File: src/sv/pix_pkg.sv
`timescale 1ns / 1ps
// ----------------------------------------------------------------------------
// pix_pkg
// Types and constants shared by the interval sampler modules.
// ----------------------------------------------------------------------------
package pix_pkg;

  localparam int unsigned DataW = 32;

  // Xorshift shift amounts.
  localparam int unsigned ShiftA = 13;
  localparam int unsigned ShiftB = 17;
  localparam int unsigned ShiftC = 5;

  localparam logic [DataW-1:0] GenReset       = 32'd1;
  localparam logic [DataW-1:0] CutoffReset    = 32'hFFFF_FFFF;
  localparam logic [DataW-1:0] TimeStepReset  = 32'd1;

  // Operation codes of an input beat.
  localparam logic OpDraw = 1'b0;
  localparam logic OpLoad = 1'b1;

  // Configuration register indexes.
  localparam logic CfgCutoff   = 1'b0;
  localparam logic CfgTimeStep = 1'b1;

  typedef enum logic [2:0] {
    StIdle  = 3'b001,
    StFirst = 3'b010,
    StRun   = 3'b100
  } state_e;

  // Result of one pass through the shared step unit.
  typedef struct packed {
    logic [DataW-1:0] next_state;
    logic [DataW-1:0] next_interval;
    logic             reject;
  } step_res_t;

endpackage

File: src/sv/pix_step.sv
`timescale 1ns / 1ps
// ----------------------------------------------------------------------------
// pix_step
// Shared step unit: one xorshift advance, the cutoff compare on the current
// state and the interval accumulate.
// ----------------------------------------------------------------------------
module pix_step (
  input  logic [pix_pkg::DataW-1:0] state_i,
  input  logic [pix_pkg::DataW-1:0] interval_i,
  input  logic [pix_pkg::DataW-1:0] cutoff_i,
  input  logic [pix_pkg::DataW-1:0] time_step_i,
  output pix_pkg::step_res_t        res_o
);

  logic [pix_pkg::DataW-1:0] x1;
  logic [pix_pkg::DataW-1:0] x2;

  assign x1 = state_i ^ (state_i << pix_pkg::ShiftA);
  assign x2 = x1 ^ (x1 >> pix_pkg::ShiftB);

  assign res_o.next_state    = x2 ^ (x2 << pix_pkg::ShiftC);
  assign res_o.next_interval = interval_i + time_step_i;
  assign res_o.reject        = state_i > cutoff_i;

endmodule

File: src/sv/pix_seq.sv
`timescale 1ns / 1ps
// ----------------------------------------------------------------------------
// pix_seq
// Sequencer: holds the generator state, steps it through the shared unit
// until a trial is accepted or the trial limit is hit, and holds the result.
// ----------------------------------------------------------------------------
module pix_seq #(
  parameter longint unsigned MAX_TRIALS = 65536
) (
  input  logic                      clk_i,
  input  logic                      rst_ni,
  input  logic                      in_valid_i,
  output logic                      in_stall_o,
  input  logic                      operation_i,
  input  logic [pix_pkg::DataW-1:0] seed_value_i,
  output logic                      out_valid_o,
  input  logic                      out_stall_i,
  output logic [pix_pkg::DataW-1:0] interval_o,
  output logic                      gave_up_o,
  input  logic [pix_pkg::DataW-1:0] cutoff_i,
  input  logic [pix_pkg::DataW-1:0] time_step_i
);

  localparam int unsigned CntW = $clog2(MAX_TRIALS + 64'd1);
  localparam logic [CntW-1:0] MaxCnt = CntW'(MAX_TRIALS);

  pix_pkg::state_e            state_q, state_d;
  logic [pix_pkg::DataW-1:0]  gen_q, gen_d;
  logic [pix_pkg::DataW-1:0]  acc_q, acc_d;
  logic [CntW-1:0]            rej_q, rej_d;
  logic                       out_valid_q, out_valid_d;
  logic [pix_pkg::DataW-1:0]  out_int_q, out_int_d;
  logic                       out_gave_q, out_gave_d;
  pix_pkg::step_res_t         res;
  logic                       out_free;

  pix_step u_step (
    .state_i     (gen_q),
    .interval_i  (acc_q),
    .cutoff_i    (cutoff_i),
    .time_step_i (time_step_i),
    .res_o       (res)
  );

  assign out_free = !out_valid_q || !out_stall_i;

  always_comb begin
    state_d     = state_q;
    gen_d       = gen_q;
    acc_d       = acc_q;
    rej_d       = rej_q;
    out_valid_d = out_valid_q && out_stall_i;
    out_int_d   = out_int_q;
    out_gave_d  = out_gave_q;
    case (state_q)
      pix_pkg::StIdle: begin
        if (in_valid_i) begin
          if (operation_i == pix_pkg::OpLoad) begin
            gen_d = seed_value_i;
          end else begin
            acc_d   = '0;
            rej_d   = '0;
            state_d = pix_pkg::StFirst;
          end
        end
      end
      pix_pkg::StFirst: begin
        gen_d   = res.next_state;
        state_d = pix_pkg::StRun;
      end
      pix_pkg::StRun: begin
        if (!res.reject || (rej_q == MaxCnt)) begin
          // Finish only once the result register can take the beat.
          if (out_free) begin
            out_valid_d = 1'b1;
            out_int_d   = acc_q;
            out_gave_d  = res.reject;
            state_d     = pix_pkg::StIdle;
          end
        end else begin
          gen_d = res.next_state;
          acc_d = res.next_interval;
          rej_d = rej_q + 1'b1;
        end
      end
      default: begin
        state_d = pix_pkg::StIdle;
      end
    endcase
  end

  always_ff @(posedge clk_i or negedge rst_ni) begin
    if (!rst_ni) begin
      state_q     <= pix_pkg::StIdle;
      gen_q       <= pix_pkg::GenReset;
      out_valid_q <= 1'b0;
    end else begin
      state_q     <= state_d;
      gen_q       <= gen_d;
      out_valid_q <= out_valid_d;
    end
  end

  always_ff @(posedge clk_i) begin
    acc_q      <= acc_d;
    rej_q      <= rej_d;
    out_int_q  <= out_int_d;
    out_gave_q <= out_gave_d;
  end

  assign in_stall_o  = (state_q != pix_pkg::StIdle);
  assign out_valid_o = out_valid_q;
  assign interval_o  = out_int_q;
  assign gave_up_o   = out_gave_q;

endmodule

File: src/sv/poisson_interval_xorshift.sv
`timescale 1ns / 1ps
// ----------------------------------------------------------------------------
// poisson_interval_xorshift
// Geometric inter-event interval sampler on a 32-bit xorshift generator.
// ----------------------------------------------------------------------------
// A load beat replaces the generator state and gives no result. A draw beat
// steps the generator through the single step unit: the beat is taken in the
// idle state, then there is one xorshift step per cycle, for the first trial
// and for each rejected one that is retried (at most MAX_TRIALS); this unit
// sets the rate. Last, the result moves into the output register. The block
// accepts no new beat during a draw. A finished result waits in the output
// register, and a draw that finishes while that register is still held waits
// for it.
// ----------------------------------------------------------------------------
module poisson_interval_xorshift #(
  parameter longint unsigned MAX_TRIALS = 65536
) (
  input  logic        clk_i,
  input  logic        rst_ni,
  input  logic        in_valid_i,
  output logic        in_stall_o,
  input  logic        operation_i,
  input  logic [31:0] seed_value_i,
  output logic        out_valid_o,
  input  logic        out_stall_i,
  output logic [31:0] interval_o,
  output logic        gave_up_o,
  input  logic        cfg_we_i,
  input  logic        cfg_index_i,
  input  logic [31:0] cfg_wdata_i
);

  logic [pix_pkg::DataW-1:0] cutoff_q;
  logic [pix_pkg::DataW-1:0] time_step_q;

  always_ff @(posedge clk_i or negedge rst_ni) begin
    if (!rst_ni) begin
      cutoff_q    <= pix_pkg::CutoffReset;
      time_step_q <= pix_pkg::TimeStepReset;
    end else if (cfg_we_i) begin
      case (cfg_index_i)
        pix_pkg::CfgCutoff:   cutoff_q    <= cfg_wdata_i;
        pix_pkg::CfgTimeStep: time_step_q <= cfg_wdata_i;
        default: ;
      endcase
    end
  end

  pix_seq #(
    .MAX_TRIALS (MAX_TRIALS)
  ) u_seq (
    .clk_i        (clk_i),
    .rst_ni       (rst_ni),
    .in_valid_i   (in_valid_i),
    .in_stall_o   (in_stall_o),
    .operation_i  (operation_i),
    .seed_value_i (seed_value_i),
    .out_valid_o  (out_valid_o),
    .out_stall_i  (out_stall_i),
    .interval_o   (interval_o),
    .gave_up_o    (gave_up_o),
    .cutoff_i     (cutoff_q),
    .time_step_i  (time_step_q)
  );

endmodule
File: config.mk
export PLATFORM = sky130hd
export DESIGN_NAME = poisson_interval_xorshift
export DESIGN_NICKNAME = d
export VERILOG_FILES = /design/src/sv/pix_pkg.sv /design/src/sv/pix_step.sv /design/src/sv/pix_seq.sv /design/src/sv/poisson_interval_xorshift.sv
export SDC_FILE = /design/constraint.sdc
export NUM_CORES = 1
export LEC_CHECK = 0
export BUFFER_PORTS_ARGS = -buffer_cell sky130_fd_sc_hd__buf_4
export CORE_ASPECT_RATIO = 0.8
export CORE_MARGIN = 1
export CORE_UTILIZATION = 60
export CTS_CLUSTER_SIZE = 28
export DETAILED_ROUTE_END_ITERATION = 10
export PLACE_DENSITY = 0.81
export SLEW_MARGIN = 20
export SYNTH_ARGS = -nofsm -noshare
export SYNTH_HDL_FRONTEND = slang
export SYNTH_SLANG_ARGS = --single-unit
File: constraint.sdc
create_clock -name clk_i -period 5.3 [get_ports clk_i]
set_clock_uncertainty 0.05 [all_clocks]
set_input_delay 0.53 -clock clk_i [delete_from_list [all_inputs] [get_ports clk_i]]
set_output_delay 0.53 -clock clk_i [all_outputs]
set_load 0.05 [all_outputs]
# After elaboration in Yosys (flattened, before gate mapping)
# Cells that the tools add are included.
[op_classes]
addsub = 2
magnitude_cmp = 1
eq_ne = 11
muxes = 20
bitwise = 4
reduce_logical = 14
[ops]
columns = ["cell", "n"]
rows = [
  ["32-bit two-way mux", 6],
  ["32-bit case mux with 3 select lines", 1],
  ["32-bit case mux with 2 select lines", 1],
  ["32-bit XOR", 2],
  ["17-bit two-way mux", 3],
  ["17-bit case mux with 2 select lines", 1],
  ["32-bit adder", 1],
  ["32-bit > comparator", 1],
  ["32-bit by 15-bit XOR with 32-bit output", 1],
  ["17-bit by 1-bit adder with 17-bit output, second input constant", 1],
  ["17-bit == test, second input constant", 1],
  ["3-bit two-way mux", 4],
  ["4-bit AND reduction", 3],
  ["3-bit case mux with 3 select lines", 1],
  ["2-bit inequality test, second input constant", 4],
  ["2-bit by 1-bit inequality test with 1-bit output, second input constant", 2],
  ["2-bit AND reduction", 2],
  ["3-bit by 1-bit == test with 1-bit output, second input constant", 1],
  ["3-bit by 2-bit == test with 1-bit output, second input constant", 1],
  ["3-bit == test, second input constant", 1],
  ["1-bit logical NOT", 3],
  ["1-bit two-way mux", 3],
  ["3-bit by 1-bit inequality test with 1-bit output, second input constant", 1],
  ["3-bit AND reduction", 1],
  ["5 further kinds", 6],
]
[word_totals]
reg_bits = 182
output_inout_bits = 35
elab_cells = 61

# Logic depth before layout (Yosys ltp)
[depth]
ltp_word = 5
depth_mapped = 13
depth_no_buf = 11

# Cells and area by module
# From an unflattened synthesis, not the netlist that was laid out.
[hier_totals]
cells_unflattened = 903
hier_area_um2 = 10811.6
[by_module_without_submodules]
columns = ["module", "n_inst", "cells_each", "area_per_inst_um2"]
rows = [
  ["pix_seq", 1, 319, 5073.6],
  ["pix_step", 1, 447, 3270.6],
  ["poisson_interval_xorshift", 1, 137, 2467.4],
]

# Worst setup path after synthesis
# No wires, ideal clock.
[synth_timing]
path_kind = "register -> register"
from = "reg cutoff_q[1] (netlist name)"
to = "reg u_seq.acc_q[0] (netlist name), enable pin"
setup_time_ns = 0.466
arrival_ns = 3.895
required_time_ns = 4.784
slack_ns = 0.889
path_stages_with_launch = 9
path_buffers = 0
period_less_slack_ns = 4.411
path_cell_list = "dfstp_2 inv_1 ha_1 nor2b_1 o211ai_1 a2111oi_2 o41a_1 o21ai_2 o21bai_1"
[synth_between]
elab_chain_cells = 5
[synth_rtl]
columns = ["item", "line_no", "source"]
rows = [
  ["start, declared", "poisson_interval_xorshift.sv:33", "logic [pix_pkg::DataW-1:0] cutoff_q;"],
  ["start signal, assigned", "poisson_interval_xorshift.sv:38", "cutoff_q <= pix_pkg::CutoffReset;"],
  ["start signal, assigned", "poisson_interval_xorshift.sv:42", "pix_pkg::CfgCutoff: cutoff_q <= cfg_wdata_i;"],
  ["32-bit > comparator", "pix_step.sv:23", "assign res_o.reject = state_i > cutoff_i;"],
  ["1-bit logical NOT", "pix_seq.sv:72", "if (!res.reject || (rej_q == MaxCnt)) begin"],
  ["1-bit logical OR", "pix_seq.sv:72", ""],
  ["2-bit inequality test (no line)", "-", ""],
  ["4-bit AND reduction (no line)", "-", ""],
  ["end signal, assigned", "pix_seq.sv:105", "acc_q <= acc_d;"],
  ["end, declared", "pix_seq.sv:29", "logic [pix_pkg::DataW-1:0] acc_q, acc_d;"],
]
# No other way between the ends.
# A chain may end at the register's enable or synchronous reset.

# Worst setup path in the final report
[layout_timing]
from = "reg cutoff_q[14] (netlist name)"
to = "reg u_seq.gen_q[17] (netlist name)"
[layout_between]
elab_chain_cells = 5
[layout_rtl]
columns = ["item", "line_no", "source"]
rows = [
  ["32-bit > comparator", "pix_step.sv:23", ""],
  ["1-bit logical NOT", "pix_seq.sv:72", ""],
  ["1-bit logical OR", "pix_seq.sv:72", ""],
  ["2-bit inequality test (no line)", "-", ""],
  ["4-bit AND reduction (no line)", "-", ""],
  ["end signal, assigned", "pix_seq.sv:95", "gen_q <= pix_pkg::GenReset;"],
  ["end signal, assigned", "pix_seq.sv:99", "gen_q <= gen_d;"],
  ["end, declared", "pix_seq.sv:28", "logic [pix_pkg::DataW-1:0] gen_q, gen_d;"],
]
# No other way between the ends.

==> out/results.txt <==
DR WL/cell - 18.3 um
DR vias - 7,887
PD cells - 401 nW/um^2
Share of layout cells above drive strength 1 - 20.4%
Number of synthesized register bits - 182
Grt ovf - 0
Endpoints failing setup - 0
First-pass GRT wire length - 39.2 mm
DRT Pass-1 Iters - 5
Clock root cell - clkbuf_16
Synth top area cells - edfxtp_1 (24%), dfrtp_1 (16%), dfstp_2 (9.0%)
Buffers on Ports - 105
Post-Synthesis Cells - 1,000
Final Wtd Congestion - 0.879
Global Route Usage Sum - 29.0%
RSZ-0062 raised after global routing - false
TritonCTS clock tree - yes
Initial DRC count - 603
Least-Margin Pin Slew - 1.07 ns
Slack of the worst reg-to-reg path - 1.62 ns
HPWL Detailed - 17.1 mm
Number of buffers created by CTS - 17
Row cnt - 42
Post-synth top area share - 24.0%
Crit path required time - 5.58 ns
Die footprint - 17,600 sq um
Reg clk slew, reported paths - 0.07 ns
Detailed Route WL - 24.2 mm
Post-CTS setup buffers - 0
Fin. max-slew vios - 0
Dominant cell type by area after synthesis - edfxtp_1
Startpoint Class - flop
Die Y - 119 um
Hold_buf cts - 0
I/O pins - 106
Commonest cells in the netlist - nor2_1 (97), edfxtp_1 (82), nand2_1 (81), o21ai_0 (73), xnor2_1 (70)
DRC errors left - 0
Primary FF master, synth - edfxtp_1
Setup_tns - 0 ns
VDD IR max - 0.209 mV
N_diodes - 0
Synth Net Count - 1,137
FF-to-FF Start - cutoff_q[14]
Max-Cap Viols - 0
Final period util - 69.4%
Status - complete, no violations
Post-synth EDFFs - 82
Core footprint - 16,700 sq um
Most common cell in the synthesized netlist - nor2_1
# nets final - 1,227
Largest net degree at the start of global routing - 71
H-tree depth - 4
Clock tree buffer depth - 2
Synth Cell Area - 10,300 sq um
Area Growth Syn to Fin - 15.5%
Max Freq - 272 MHz
Crit Path Class - flop to flop
TritonCTS sink count - 182
Vias/cell - 5.96
Final hold violations - 0
Syn avg cell area - 10.3 sq um
CP Capture Type - flop
Leakage - 4.86 nW
Post-CTS Resized - 0
Crit path DAT - 3.96 ns
Initial Util - 61.6%
YS warnings - 0
Async set-reset flop share out of synthesis - 54.9%
Finished Layout Cells - 1,323
Dpl cell area - 11,300 sq um
Final ANT Viol Nets - 0
Seq/Total Area, Yosys - 48.8%
Max-slew headroom - 28.6%
Final min period - 3.68 ns
Initial antenna violation count - 0
Worst Path Max Fanout - 31
Die width - 148 um
Design area - 11,900 sq um
Vias in the first global route - 7,646
Worst min path class - primary input to asynchronous set/reset pin
RR Endpoint - u_seq.gen_q[17]
Clock latency on the worst-skew pair - 0.44 ns
Reg2reg path depth - 10
Util after Layout - 71.2%
Placed cells - 1,290
Distinct cells, synth - 59
-- flip-flops by register name, summed over array words and instances, names as in the netlist --
| register | count |
|---|---|
| cutoff_q | 32 |
| time_step_q | 32 |
| u_seq.acc_q | 32 |
| u_seq.gave_up_o | 1 |
| u_seq.gen_q | 32 |
| u_seq.interval_o | 32 |
| u_seq.out_valid_o | 1 |
| u_seq.rej_q | 17 |
| u_seq.state_q | 3 |
-- cell usage in the layout (no fill, tap or decap), types with 19 or more instances in the layout --
cell	Yosys	layout
xor2_1	26	26
inv_1	49	49
buf_4	2	114
ha_1	65	65
o21ai_0	73	73
nand2_1	81	81
xnor2_1	70	70
mux2_2	36	36
dfrtp_1	65	65
dfstp_2	35	35
edfxtp_1	82	82
a21oi_1	57	56
nand3_1	21	21
nor3_1	19	19
nor2_1	97	97
-- layout make-up --
cell class / instances / area [sq um]
sequential: 182 / 5010
tap: 220 / 275
fill: 1238 / 4800
timing repair buffer: 115 / 883
clock buffer: 20 / 457
inverter: 49 / 184
multi-input combinational: 725 / 4930
clock inverter: 12 / 125
-- through the flow --
step / power (mW) / hold slack (ns) / setup slack (ns)
6_report: 4.75 / 0.199 / 1.62
5_1_grt: 5.00 / 0.252 / 1.38
4_1_cts: 4.74 / 0.223 / 1.65
3_5_place_dp: 3.46 / 0.390 / 1.66
3_3_place_gp: 3.41 / 0.386 / 1.75
2_1_floorplan: 3.06 / 0.184 / 0.889
-- where the power goes --
group	internal (mW)	leakage, nW	switching (mW)
Combinational	0.716	2.68	0.869
Clock	0.718	0.282	0.554
Sequential	1.67	1.90	0.227
Total	3.10	4.86	1.65
-- worst max path at each step --
stage                       to  cells past startpoint    startpoint  slack (ns)
3_5_place_dp   u_seq.gen_q[17]                     10  cutoff_q[14]        1.66
6_report       u_seq.gen_q[17]                     10  cutoff_q[14]        1.62
2_1_floorplan   u_seq.acc_q[0]                      8   cutoff_q[1]        0.89
4_1_cts        u_seq.gen_q[17]                     10  cutoff_q[14]        1.65
5_1_grt        u_seq.gen_q[17]                     10  cutoff_q[27]        1.38
3_3_place_gp   u_seq.gen_q[17]                     10  cutoff_q[14]        1.75
-- critical path, stage by stage (launching register included) --
cell and delay [ns]:
dfstp_2 0.52, inv_1 0.04, ha_1 0.32, a21oi_1 0.17
nand2_1 0.07, a21o_1 0.17, o41a_1 0.42, o21ai_2 0.26
o22a_1 0.87, buf_4 0.33, mux2_2 0.35
-- metal layers --
layer	part of all wire [%]	up-vias	global-route usage (%)
met5	0	-	0
met2	47	296	45.3
li1	-	3750	-
met3	6.1	43	5.94
met4	2.0	0	9.73
met1	45	3798	40.3
-- cell families after synthesis --
group / count (synthesis) / share of synthesized area, %
compound gates: 243 / 14.6
xor+xnor: 96 / 8.19
mux: 37 / 4.05
flops: 182 / 48.8
fa+ha+maj: 66 / 8.12
buf+inv: 93 / 3.52
simple gates: 283 / 12.7
No activity file was read; power rests on OpenSTA's default activity.
